$ cat config.mk
export PLATFORM = sky130hd
export DESIGN_NAME = sinclair_container_directory_parser_flat
export DESIGN_NICKNAME = d
export VERILOG_FILES = /design/src/scdp_pkg.sv /design/src/scdp_if.sv /design/src/sinclair_container_directory_parser.sv /design/src/scdp_front.sv /design/src/scdp_queue.sv /design/src/scdp_back.sv /design/src/flat_wrapper.sv
export SDC_FILE = /design/constraint.sdc
export NUM_CORES = 1
export LEC_CHECK = 0
export BUFFER_PORTS_ARGS = -buffer_cell sky130_fd_sc_hd__buf_2
export CORE_MARGIN = 2
export CORE_UTILIZATION = 50
export DETAILED_ROUTE_END_ITERATION = 12
export GPL_TIMING_DRIVEN = 1
export PLACE_DENSITY_LB_ADDON = 0.1
export SLEW_MARGIN = 5
export SYNTH_ARGS = -nofsm -noshare
export SYNTH_HDL_FRONTEND = slang
export SYNTH_HIERARCHICAL = 1
export SYNTH_SLANG_ARGS = --single-unit
$ cat constraint.sdc
create_clock -name clk_i -period 10.56 [get_ports clk_i]
set_input_delay 0.528 -clock clk_i [delete_from_list [all_inputs] [get_ports clk_i]]
set_output_delay 0.528 -clock clk_i [all_outputs]
set_load 0.02 [all_outputs]
$ cat src/scdp_pkg.sv
// Package: shared types, codes and constants of the container directory parser.
`default_nettype none

package scdp_pkg;

  // Default limit on the number of directory entries parsed per image.
  localparam int unsigned MaxEntriesDefault = 255;
  // Default depth of the queue between the front and back parts.
  localparam int unsigned QueueDepthDefault = 4;

  // Fixed header layout.
  localparam logic [31:0] HeaderBytes = 32'd9;
  localparam logic [11:0] EntryBytes  = 12'd14;
  localparam logic [3:0]  SigLen      = 4'd8;
  localparam logic [3:0]  EntryLast   = 4'd13;

  // Signature "SINCLAIR", byte zero in bits 7:0.
  localparam logic [63:0] SigBytes = 64'h5249_414C_434E_4953;

  // Result status codes.
  typedef enum logic [1:0] {
    ST_ENTRY  = 2'd0,
    ST_OK     = 2'd1,
    ST_BADSIG = 2'd2,
    ST_TRUNC  = 2'd3
  } status_e;

  // Parser phase.
  typedef enum logic [1:0] {
    PH_IDLE,
    PH_HEADER,
    PH_ENTRIES,
    PH_SKIP
  } phase_e;

  // Kind of work handed from the front to the back.
  typedef enum logic [2:0] {
    K_ENTRY,
    K_ENTRY_LAST,
    K_SUMMARY,
    K_BADSIG,
    K_TRUNC
  } kind_e;

  // One queued command: everything the back needs to form its words.
  typedef struct packed {
    kind_e       kind;
    logic [7:0]  entry_index;
    logic [63:0] file_name;
    logic [7:0]  extension;
    logic [15:0] start_address;
    logic [15:0] length_bytes;
    logic [7:0]  sector_count;
    logic [23:0] file_offset;
    logic [23:0] payload_total;
    logic [7:0]  file_total;
  } cmd_t;

  // One result word.
  typedef struct packed {
    status_e     status;
    logic [7:0]  entry_index;
    logic [63:0] file_name;
    logic [7:0]  extension;
    logic [15:0] start_address;
    logic [15:0] length_bytes;
    logic [7:0]  sector_count;
    logic [23:0] file_offset;
    logic [23:0] payload_total;
    logic [7:0]  file_total;
    logic        done_res;
  } res_t;

endpackage

`default_nettype wire

$ cat src/scdp_if.sv
// Interfaces: the byte input channel and the result output channel.
`default_nettype none

interface scdp_in_if;
  logic       valid;
  logic       ready;
  logic [7:0] data_byte;
  logic       first_byte;

  modport source (output valid, output data_byte, output first_byte, input ready);
  modport sink (input valid, input data_byte, input first_byte, output ready);
endinterface

interface scdp_out_if;
  logic        valid;
  logic        ready;
  logic [1:0]  status;
  logic [7:0]  entry_index;
  logic [63:0] file_name;
  logic [7:0]  extension;
  logic [15:0] start_address;
  logic [15:0] length_bytes;
  logic [7:0]  sector_count;
  logic [23:0] file_offset;
  logic [23:0] payload_total;
  logic [7:0]  file_total;
  logic        done_res;

  modport source (
    output valid, output status, output entry_index, output file_name, output extension,
    output start_address, output length_bytes, output sector_count, output file_offset,
    output payload_total, output file_total, output done_res, input ready
  );
  modport sink (
    input valid, input status, input entry_index, input file_name, input extension,
    input start_address, input length_bytes, input sector_count, input file_offset,
    input payload_total, input file_total, input done_res, output ready
  );
endinterface

`default_nettype wire

$ cat src/sinclair_container_directory_parser.sv
// Top level: container directory parser with front, command queue and back.
//
//   Channel   Dir  Handshake         Payload
//   in_i      in   valid/ready       data_byte, first_byte
//   res_o     out  valid/ready       status, entry fields, totals, done_res
//   cfg       in   cfg_we_i          cfg_wdata_i (image size)
//
// One byte is taken per cycle while the command queue is not full; the front updates counters and a shift register.
// Each word leaves through a registered output once its command has passed through the queue.
// The entry that closes the directory gives two words: the entry word, then the summary word.
// Input ready drops only while the command queue is full. Reset is asynchronous,
// active low, and needs no clearing pass.
`default_nettype none

module sinclair_container_directory_parser
  import scdp_pkg::*;
#(
  parameter int unsigned MAX_ENTRIES = MaxEntriesDefault,
  parameter int unsigned QUEUE_DEPTH = QueueDepthDefault
) (
  input  wire         clk_i,
  input  wire         rst_ni,
  input  wire         cfg_we_i,
  input  wire  [31:0] cfg_wdata_i,
  scdp_in_if.sink     in_i,
  scdp_out_if.source  res_o
);

  logic push;
  cmd_t push_cmd;
  logic q_full;
  logic head_valid;
  cmd_t head_cmd;
  logic pop;

  scdp_front #(
    .MAX_ENTRIES (MAX_ENTRIES)
  ) u_front (
    .clk_i       (clk_i),
    .rst_ni      (rst_ni),
    .cfg_we_i    (cfg_we_i),
    .cfg_wdata_i (cfg_wdata_i),
    .in_i        (in_i),
    .q_full_i    (q_full),
    .push_o      (push),
    .push_cmd_o  (push_cmd)
  );

  scdp_queue #(
    .DEPTH (QUEUE_DEPTH)
  ) u_queue (
    .clk_i        (clk_i),
    .rst_ni       (rst_ni),
    .push_i       (push),
    .push_cmd_i   (push_cmd),
    .full_o       (q_full),
    .head_valid_o (head_valid),
    .head_cmd_o   (head_cmd),
    .pop_i        (pop)
  );

  scdp_back u_back (
    .clk_i        (clk_i),
    .rst_ni       (rst_ni),
    .head_valid_i (head_valid),
    .head_cmd_i   (head_cmd),
    .pop_o        (pop),
    .res_o        (res_o)
  );

endmodule

`default_nettype wire

$ cat src/scdp_front.sv
// Front part: accepts image bytes, tracks the header and directory, queues commands.
`default_nettype none

module scdp_front
  import scdp_pkg::*;
#(
  parameter int unsigned MAX_ENTRIES = MaxEntriesDefault
) (
  input  wire         clk_i,
  input  wire         rst_ni,
  input  wire         cfg_we_i,
  input  wire  [31:0] cfg_wdata_i,
  scdp_in_if.sink     in_i,
  input  wire         q_full_i,
  output logic        push_o,
  output cmd_t        push_cmd_o
);

  localparam logic [7:0] Limit = 8'(MAX_ENTRIES);

  phase_e       phase_q, phase_d;
  logic [31:0]  image_size_q;
  logic [3:0]   hdr_pos_q, hdr_pos_d;
  logic [7:0]   files_q, files_d;
  logic [7:0]   cur_q, cur_d;
  logic [3:0]   ebp_q, ebp_d;
  logic [103:0] asm_q, asm_d;
  logic [23:0]  ro_q, ro_d;
  logic [11:0]  dir_end_q, dir_end_d;

  logic         accept;
  logic [11:0]  dir_len;
  logic [7:0]   limit_now;
  logic [7:0]   files_cap;
  logic [23:0]  ro_next;
  logic [7:0]   cur_next;

  // A free queue slot is all the front needs to take a byte.
  assign in_i.ready = !q_full_i;
  assign accept     = in_i.valid && !q_full_i;

  // Directory length and entry limit from the count byte.
  assign dir_len   = 12'd9 + EntryBytes * {4'd0, in_i.data_byte};
  assign limit_now = (in_i.data_byte > Limit) ? Limit : in_i.data_byte;
  assign files_cap = (files_q > Limit) ? Limit : files_q;
  assign ro_next   = ro_q + {8'd0, in_i.data_byte, 8'd0};
  assign cur_next  = cur_q + 8'd1;

  // Next state and queued command.
  always_comb begin
    phase_d    = phase_q;
    hdr_pos_d  = hdr_pos_q;
    files_d    = files_q;
    cur_d      = cur_q;
    ebp_d      = ebp_q;
    asm_d      = asm_q;
    ro_d       = ro_q;
    dir_end_d  = dir_end_q;
    push_o     = 1'b0;
    push_cmd_o = '0;

    if (accept) begin
      // A first-byte flag restarts parsing; a tiny image is rejected at once.
      if (in_i.first_byte) begin
        phase_d   = PH_HEADER;
        hdr_pos_d = 4'd0;
        files_d   = 8'd0;
        cur_d     = 8'd0;
        ebp_d     = 4'd0;
        ro_d      = 24'd0;
        dir_end_d = 12'd0;
        if (image_size_q < HeaderBytes) begin
          phase_d         = PH_SKIP;
          push_o          = 1'b1;
          push_cmd_o.kind = K_TRUNC;
        end
      end

      if (!(in_i.first_byte && (image_size_q < HeaderBytes))) begin
        case (phase_d)
          PH_HEADER: begin
            if (hdr_pos_d < SigLen) begin
              // Signature check, one byte at a time.
              if (in_i.data_byte != SigBytes[{hdr_pos_d[2:0], 3'b000} +: 8]) begin
                phase_d         = PH_SKIP;
                push_o          = 1'b1;
                push_cmd_o.kind = K_BADSIG;
              end else begin
                hdr_pos_d = hdr_pos_d + 4'd1;
              end
            end else begin
              // File count byte.
              files_d = in_i.data_byte;
              if ({20'd0, dir_len} > image_size_q) begin
                phase_d         = PH_SKIP;
                push_o          = 1'b1;
                push_cmd_o.kind = K_TRUNC;
              end else begin
                dir_end_d = dir_len;
                ro_d      = {12'd0, dir_len};
                if (limit_now == 8'd0) begin
                  phase_d         = PH_SKIP;
                  push_o          = 1'b1;
                  push_cmd_o.kind = K_SUMMARY;
                end else begin
                  phase_d = PH_ENTRIES;
                end
              end
            end
          end
          PH_ENTRIES: begin
            if (ebp_q < EntryLast) begin
              // Gather entry bytes; byte zero ends up in bits 7:0.
              asm_d = {in_i.data_byte, asm_q[103:8]};
              ebp_d = ebp_q + 4'd1;
            end else begin
              // Sector count byte completes the entry.
              push_o                   = 1'b1;
              push_cmd_o.kind          = K_ENTRY;
              push_cmd_o.entry_index   = cur_q;
              push_cmd_o.file_name     = asm_q[63:0];
              push_cmd_o.extension     = asm_q[71:64];
              push_cmd_o.start_address = asm_q[87:72];
              push_cmd_o.length_bytes  = asm_q[103:88];
              push_cmd_o.sector_count  = in_i.data_byte;
              push_cmd_o.file_offset   = ro_q;
              ro_d                     = ro_next;
              cur_d                    = cur_next;
              ebp_d                    = 4'd0;
              if (cur_next >= files_cap) begin
                phase_d                  = PH_SKIP;
                push_cmd_o.kind          = K_ENTRY_LAST;
                push_cmd_o.payload_total = ro_next - {12'd0, dir_end_q};
                push_cmd_o.file_total    = cur_next;
              end
            end
          end
          default: begin
            // Idle or skipping: bytes are dropped.
          end
        endcase
      end
    end
  end

  // State registers.
  always_ff @(posedge clk_i or negedge rst_ni) begin
    if (!rst_ni) begin
      phase_q      <= PH_IDLE;
      image_size_q <= 32'd0;
      hdr_pos_q    <= 4'd0;
      files_q      <= 8'd0;
      cur_q        <= 8'd0;
      ebp_q        <= 4'd0;
      ro_q         <= 24'd0;
      dir_end_q    <= 12'd0;
    end else begin
      phase_q   <= phase_d;
      hdr_pos_q <= hdr_pos_d;
      files_q   <= files_d;
      cur_q     <= cur_d;
      ebp_q     <= ebp_d;
      ro_q      <= ro_d;
      dir_end_q <= dir_end_d;
      if (cfg_we_i) begin
        image_size_q <= cfg_wdata_i;
      end
    end
  end

  // Entry assembly shift register carries payload only.
  always_ff @(posedge clk_i) begin
    asm_q <= asm_d;
  end

endmodule

`default_nettype wire

$ cat src/scdp_queue.sv
// Command queue between the front and back parts.
`default_nettype none

module scdp_queue
  import scdp_pkg::*;
#(
  parameter int unsigned DEPTH = QueueDepthDefault
) (
  input  wire   clk_i,
  input  wire   rst_ni,
  input  wire   push_i,
  input  cmd_t  push_cmd_i,
  output logic  full_o,
  output logic  head_valid_o,
  output cmd_t  head_cmd_o,
  input  wire   pop_i
);

  localparam int unsigned PW = (DEPTH > 1) ? $clog2(DEPTH) : 1;
  localparam int unsigned CW = $clog2(DEPTH + 1);

  cmd_t          mem_q [DEPTH];
  logic [PW-1:0] wr_ptr_q, wr_ptr_d;
  logic [PW-1:0] rd_ptr_q, rd_ptr_d;
  logic [CW-1:0] count_q, count_d;
  logic          do_push;
  logic          do_pop;

  assign full_o       = (count_q == CW'(DEPTH));
  assign head_valid_o = (count_q != '0);
  assign head_cmd_o   = mem_q[rd_ptr_q];
  assign do_push      = push_i && !full_o;
  assign do_pop       = pop_i && head_valid_o;

  // Pointer and fill count update.
  always_comb begin
    wr_ptr_d = wr_ptr_q;
    rd_ptr_d = rd_ptr_q;
    count_d  = count_q;
    if (do_push) begin
      wr_ptr_d = (wr_ptr_q == PW'(DEPTH - 1)) ? '0 : wr_ptr_q + PW'(1);
    end
    if (do_pop) begin
      rd_ptr_d = (rd_ptr_q == PW'(DEPTH - 1)) ? '0 : rd_ptr_q + PW'(1);
    end
    if (do_push && !do_pop) begin
      count_d = count_q + CW'(1);
    end else if (do_pop && !do_push) begin
      count_d = count_q - CW'(1);
    end
  end

  always_ff @(posedge clk_i or negedge rst_ni) begin
    if (!rst_ni) begin
      wr_ptr_q <= '0;
      rd_ptr_q <= '0;
      count_q  <= '0;
    end else begin
      wr_ptr_q <= wr_ptr_d;
      rd_ptr_q <= rd_ptr_d;
      count_q  <= count_d;
    end
  end

  // Queue storage.
  always_ff @(posedge clk_i) begin
    if (do_push) begin
      mem_q[wr_ptr_q] <= push_cmd_i;
    end
  end

endmodule

`default_nettype wire

$ cat src/scdp_back.sv
// Back part: turns queued commands into result words in an output register.
`default_nettype none

module scdp_back
  import scdp_pkg::*;
(
  input  wire         clk_i,
  input  wire         rst_ni,
  input  wire         head_valid_i,
  input  cmd_t        head_cmd_i,
  output logic        pop_o,
  scdp_out_if.source  res_o
);

  logic out_valid_q, out_valid_d;
  logic half_q, half_d;
  res_t res_q, res_d;
  logic can_load;

  assign can_load = !out_valid_q || res_o.ready;

  // Word formation: an entry that closes the directory yields two words.
  always_comb begin
    out_valid_d = out_valid_q;
    half_d      = half_q;
    res_d       = res_q;
    pop_o       = 1'b0;
    if (can_load) begin
      out_valid_d = head_valid_i;
      if (head_valid_i) begin
        res_d = '0;
        case (head_cmd_i.kind)
          K_ENTRY, K_ENTRY_LAST: begin
            if (head_cmd_i.kind == K_ENTRY_LAST && half_q) begin
              res_d.status        = ST_OK;
              res_d.payload_total = head_cmd_i.payload_total;
              res_d.file_total    = head_cmd_i.file_total;
              res_d.done_res      = 1'b1;
              half_d              = 1'b0;
              pop_o               = 1'b1;
            end else begin
              res_d.status        = ST_ENTRY;
              res_d.entry_index   = head_cmd_i.entry_index;
              res_d.file_name     = head_cmd_i.file_name;
              res_d.extension     = head_cmd_i.extension;
              res_d.start_address = head_cmd_i.start_address;
              res_d.length_bytes  = head_cmd_i.length_bytes;
              res_d.sector_count  = head_cmd_i.sector_count;
              res_d.file_offset   = head_cmd_i.file_offset;
              if (head_cmd_i.kind == K_ENTRY_LAST) begin
                half_d = 1'b1;
              end else begin
                pop_o = 1'b1;
              end
            end
          end
          K_SUMMARY: begin
            res_d.status        = ST_OK;
            res_d.payload_total = head_cmd_i.payload_total;
            res_d.file_total    = head_cmd_i.file_total;
            res_d.done_res      = 1'b1;
            pop_o               = 1'b1;
          end
          K_BADSIG: begin
            res_d.status   = ST_BADSIG;
            res_d.done_res = 1'b1;
            pop_o          = 1'b1;
          end
          default: begin
            res_d.status   = ST_TRUNC;
            res_d.done_res = 1'b1;
            pop_o          = 1'b1;
          end
        endcase
      end
    end
  end

  always_ff @(posedge clk_i or negedge rst_ni) begin
    if (!rst_ni) begin
      out_valid_q <= 1'b0;
      half_q      <= 1'b0;
    end else begin
      out_valid_q <= out_valid_d;
      half_q      <= half_d;
    end
  end

  // Output word register.
  always_ff @(posedge clk_i) begin
    res_q <= res_d;
  end

  assign res_o.valid         = out_valid_q;
  assign res_o.status        = res_q.status;
  assign res_o.entry_index   = res_q.entry_index;
  assign res_o.file_name     = res_q.file_name;
  assign res_o.extension     = res_q.extension;
  assign res_o.start_address = res_q.start_address;
  assign res_o.length_bytes  = res_q.length_bytes;
  assign res_o.sector_count  = res_q.sector_count;
  assign res_o.file_offset   = res_q.file_offset;
  assign res_o.payload_total = res_q.payload_total;
  assign res_o.file_total    = res_q.file_total;
  assign res_o.done_res      = res_q.done_res;

endmodule

`default_nettype wire
$ cat src/flat_wrapper.sv
// flat-port wrapper written by rule: the top's interface ports become plain ports
module sinclair_container_directory_parser_flat import scdp_pkg::*;
#(
  parameter int unsigned MAX_ENTRIES = MaxEntriesDefault,
  parameter int unsigned QUEUE_DEPTH = QueueDepthDefault
)
  (clk_i, rst_ni, cfg_we_i, cfg_wdata_i, in_i_valid, in_i_data_byte, in_i_first_byte, in_i_ready, res_o_valid, res_o_status, res_o_entry_index, res_o_file_name, res_o_extension, res_o_start_address, res_o_length_bytes, res_o_sector_count, res_o_file_offset, res_o_payload_total, res_o_file_total, res_o_done_res, res_o_ready);
  scdp_in_if in_i_i ();
  scdp_out_if res_o_i ();
  input  wire clk_i;
  input  wire rst_ni;
  input  wire cfg_we_i;
  input  wire  [31:0] cfg_wdata_i;
  input wire logic [$bits(in_i_i.valid)-1:0] in_i_valid;
  input wire logic [$bits(in_i_i.data_byte)-1:0] in_i_data_byte;
  input wire logic [$bits(in_i_i.first_byte)-1:0] in_i_first_byte;
  output wire logic [$bits(in_i_i.ready)-1:0] in_i_ready;
  output wire logic [$bits(res_o_i.valid)-1:0] res_o_valid;
  output wire logic [$bits(res_o_i.status)-1:0] res_o_status;
  output wire logic [$bits(res_o_i.entry_index)-1:0] res_o_entry_index;
  output wire logic [$bits(res_o_i.file_name)-1:0] res_o_file_name;
  output wire logic [$bits(res_o_i.extension)-1:0] res_o_extension;
  output wire logic [$bits(res_o_i.start_address)-1:0] res_o_start_address;
  output wire logic [$bits(res_o_i.length_bytes)-1:0] res_o_length_bytes;
  output wire logic [$bits(res_o_i.sector_count)-1:0] res_o_sector_count;
  output wire logic [$bits(res_o_i.file_offset)-1:0] res_o_file_offset;
  output wire logic [$bits(res_o_i.payload_total)-1:0] res_o_payload_total;
  output wire logic [$bits(res_o_i.file_total)-1:0] res_o_file_total;
  output wire logic [$bits(res_o_i.done_res)-1:0] res_o_done_res;
  input wire logic [$bits(res_o_i.ready)-1:0] res_o_ready;
  assign in_i_i.valid = in_i_valid;
  assign in_i_i.data_byte = in_i_data_byte;
  assign in_i_i.first_byte = in_i_first_byte;
  assign in_i_ready = in_i_i.ready;
  assign res_o_valid = res_o_i.valid;
  assign res_o_status = res_o_i.status;
  assign res_o_entry_index = res_o_i.entry_index;
  assign res_o_file_name = res_o_i.file_name;
  assign res_o_extension = res_o_i.extension;
  assign res_o_start_address = res_o_i.start_address;
  assign res_o_length_bytes = res_o_i.length_bytes;
  assign res_o_sector_count = res_o_i.sector_count;
  assign res_o_file_offset = res_o_i.file_offset;
  assign res_o_payload_total = res_o_i.payload_total;
  assign res_o_file_total = res_o_i.file_total;
  assign res_o_done_res = res_o_i.done_res;
  assign res_o_i.ready = res_o_ready;
  sinclair_container_directory_parser #(.MAX_ENTRIES(MAX_ENTRIES), .QUEUE_DEPTH(QUEUE_DEPTH)) u_core (.clk_i(clk_i), .rst_ni(rst_ni), .cfg_we_i(cfg_we_i), .cfg_wdata_i(cfg_wdata_i), .in_i(in_i_i), .res_o(res_o_i));
endmodule
==> reports/results.ini <==
[status]
status = completed

[final_layout]
layout-drive-gt1-share_pct = 23.7
antenna_cells = 0
area_growth_pct = 13.5
nNetsFinal = 2855
final_cells = 3985

[worst_setup_path]
required_ps = 10860
crit_chain = buf_2 -> fa_1 -> ha_1 -> fa_1 -> a211oi_1 -> nor2_1 -> xor2_1 -> nand3_1 -> nor2_1 -> xnor2_1 -> inv_1 -> ha_1 -> nand4_1 -> a211oi_1 -> o211ai_1 -> a31oi_1 -> o21ai_0 -> a31oi_1 -> nor2b_1 -> and2_4 -> buf_4
crit_buf_inv = 3
critical_path_class = input port to flip-flop
crit_end = u_core/u_queue/mem_q[2][117]
slowest_stage = and2_4
worst-path-stages = 21
r2r_end = u_core/u_queue/mem_q[2][117]
cp-end-kind = flip-flop
worstReg2RegStart = u_core/u_front/image_size_q[12]
crit_family = simple AND/OR/NAND/NOR gates
startpoint = in_i_data_byte[1]
arrival_ps = 7570
critPathLaunchType = input port
crit_fanout = 65
max_stage_delay_ps = 990
r2r_slack_ps = 4850
reg2regPathDepth = 11

[clocking]
postCtsSetupBuffers = 0
numClockSinks = 1102
cts_buffers = 112
clk-insertion-delay-late_ps = 680
cts_resized = 0
cts_htree_levels = 3
clkTransAtPathRegs_ps = 50
cts_hold_buf = 1
ctsLongestPathBuffers = 3
cts_tree = yes
cts-root-buf = clkbuf_16

[grt]
grt_max_degree = 147
track_usage_pct = 21.0
grt_pass1_vias = 23300
grt_overflow_total = 0
antenna_found_initial = 4
grt_pass1_wl_mm = 144

[routing]
routed_wl_mm = 94.1
drcViolationCount = 0
wl_met3_mm = 4.57
final_antenna_net_count = 0
wl_met1_mm = 39.4
via_per_inst = 5.61
num_vias = 22400
dr.first_iter.drc_count = 1742
highest_layer = met5
route.met2.wl_mm = 48.2
wl_per_cell_um = 23.6
firstDrtPassIters = 5

[timing]
hold_viol = 0
maxSlewHeadroom_pct = 21.7
rsz0062_at_grt = no
slew_violations = 0
tightest_slew_ps = 1170
tns_ps = 0
fin_crit_sh_pct = 68.8
fmax_mhz = 138
skew_ps = 28.4
setup_viol = 0
period_minus_slack_ps = 7270

[placement]
dp_hpwl_mm = 58.5
place_inst = 3777
io_buffer_count = 226
gp_congestion = 0.880

[yosys]
yosysTopAreaCell = edfxtp_1
async_flop_share_pct = 9.35
synth_top_area_share_pct = 67.4
synth_fp_nets = 2592
ys_seq_area_share_pct = 73.2
ys_ff_latch = 1102
syn_area_um2 = 44500
yosys_most_used_dff = edfxtp_1
synth_warnings = 6
syn-instance-count = 2464
synth-edff-count = 999
synth_area_leaders = edfxtp_1 67%, mux4_2 9.1%, dfrtp_1 5.8%, and2_1 4.1%, ha_1 2.0%
netlist-cell-type-count = 85
syn_avg_cell_area_um2 = 18.1

[die]
start_util_pct = 50.4
design.core.area_um2 = 88200
num_rows = 109
pin_count = 227
fp.dieH_um = 302
die_x_um = 302
dieArea_um2 = 91400

[pwr]
p_total_uw = 12900
power_leakage_uw = 0.0182
power_density_nw_per_um2 = 256
vdd_ir_drop_max_uv = 211

[min_path]
hold_path_class = input port to flip-flop

[run]
drv_cap = 0

==> where the power goes <==
part / total, uW / switching, uW / internal, uW
Clock: 3910 / 1600 / 2310
Sequential: 5840 / 285 / 5560
Combinational: 3180 / 1880 / 1300
==> how the worst min path moves through the flow <==
stage / start / to / cells past startpoint
floorplan: rst_ni / u_core/u_back/half_q / 0
global placement: u_core/u_front/asm_q[25] / u_core/u_front/asm_q[17] / 0
detailed placement: u_core/u_front/asm_q[40] / u_core/u_front/asm_q[32] / 0
CTS: cfg_wdata_i[11] / u_core/u_front/image_size_q[11] / 3
global route: cfg_wdata_i[9] / u_core/u_front/image_size_q[9] / 3
finish: cfg_wdata_i[7] / u_core/u_front/image_size_q[7] / 3
==> routing by layer <==
metal | up-vias | track usage, %
li1 | 10100 | -
met1 | 11600 | 28.4
met2 | 572 | 35.6
met3 | 121 | 3.17
met4 | 2 | 6.08
met5 | - | 0
==> placed cells by master (no fill, tap or decap), drive strengths merged, types with 30 or more instances in the layout <==
cell / netlist / routed
nor2: 74 / 74
inv: 71 / 74
buf: 42 / 248
o21ai: 52 / 52
edfxtp: 999 / 999
mux4: 179 / 179
dfrtp: 103 / 103
xnor2: 30 / 30
ha: 71 / 71
a21oi: 44 / 44
clkbuf: 58 / 150
and2: 326 / 326
nand2: 83 / 83
a22o: 31 / 31
clkinv: 0 / 38
==> state kept, by name, indices dropped and copies added (netlist names), 3 cells and up <==
name and count:
u_core/u_front/cur_q 8, u_core/u_front/ebp_q 4, u_core/u_queue/mem_q 716, u_core/u_back/res_o.payload_total 24, u_core/u_back/res_o.sector_count 8, u_core/u_back/res_o.length_bytes 16
u_core/u_front/image_size_q 32, u_core/u_front/files_q 8, u_core/u_front/ro_q 24, u_core/u_front/hdr_pos_q 4, u_core/u_back/res_o.start_address 16, u_core/u_front/asm_q 104
u_core/u_back/res_o.file_offset 24, u_core/u_queue/count_q 3, u_core/u_front/dir_end_q 12, u_core/u_back/res_o.file_name 64, u_core/u_back/res_o.file_total 8, u_core/u_back/res_o.entry_index 8
u_core/u_back/res_o.extension 8
==> kinds of logic (layout without fill, tap and decap cells) <==
| group | Yosys count | count (layout) | synth area share, % |
|---|---|---|---|
| simple gates | 610 | 610 | 7.91 |
| flops | 1102 | 1102 | 73.2 |
| fa+ha+maj | 82 | 82 | 2.49 |
| xor+xnor | 48 | 48 | 0.961 |
| compound gates | 241 | 241 | 3.75 |
| buf+inv | 171 | 527 | 1.87 |
| mux | 210 | 210 | 9.83 |
==> per-stage QoR <==
stage / setup WS, ps / hold WS [ps] / area (um2) / util (%)
after floorplan: 1140 / 232 / 44500 / -
after global placement: 2810 / 426 / 46800 / 53.1
after detailed placement: 2620 / 425 / 46800 / 53.1
after CTS: 3350 / 4.72 / 50500 / 57.2
after global routing: 2710 / 38.8 / 50500 / 57.2
final: 3290 / 59.1 / 50500 / 57.2
==> Yosys cell counts (9+ instances only) <==
master    count
edfxtp_1    999
and2_1      293
mux4_2      179
dfrtp_1     103
nand2_1      83
nor2_1       73
ha_1         71
inv_1        71
clkbuf_1     55
o21ai_0      46
a21oi_1      44
and2_4       33
a22o_1       31
xnor2_1      29
mux2_2       27
buf_2        21
nor3_1       20
xor2_1       18
a211oi_1     16
and3_1       16
nand3_1      16
buf_6        14
fa_1         11
nand2b_1     11
nor4_1       10
or3_1        10
a21o_1        9
a31oi_1       9
o21a_1        9
==> tightest hold or removal path: cells and delay by family <==
family | cells | cell delay (ps)
buf+inv | 1 | 70
simple gates | 1 | 40
compound gates | 1 | 50
==> layout make-up <==
class                           count  area, um2
Clock inverter                     57        616
Sequential cell                  1102      32600
Clock buffer                      150       3070
Timing Repair Buffer              249       1380
Inverter                           71        267
Fill cell                        6700      37700
Tap cell                         1165       1460
Multi-Input combinational cell   1191      11100
Power figures use the tool's default switching activity.
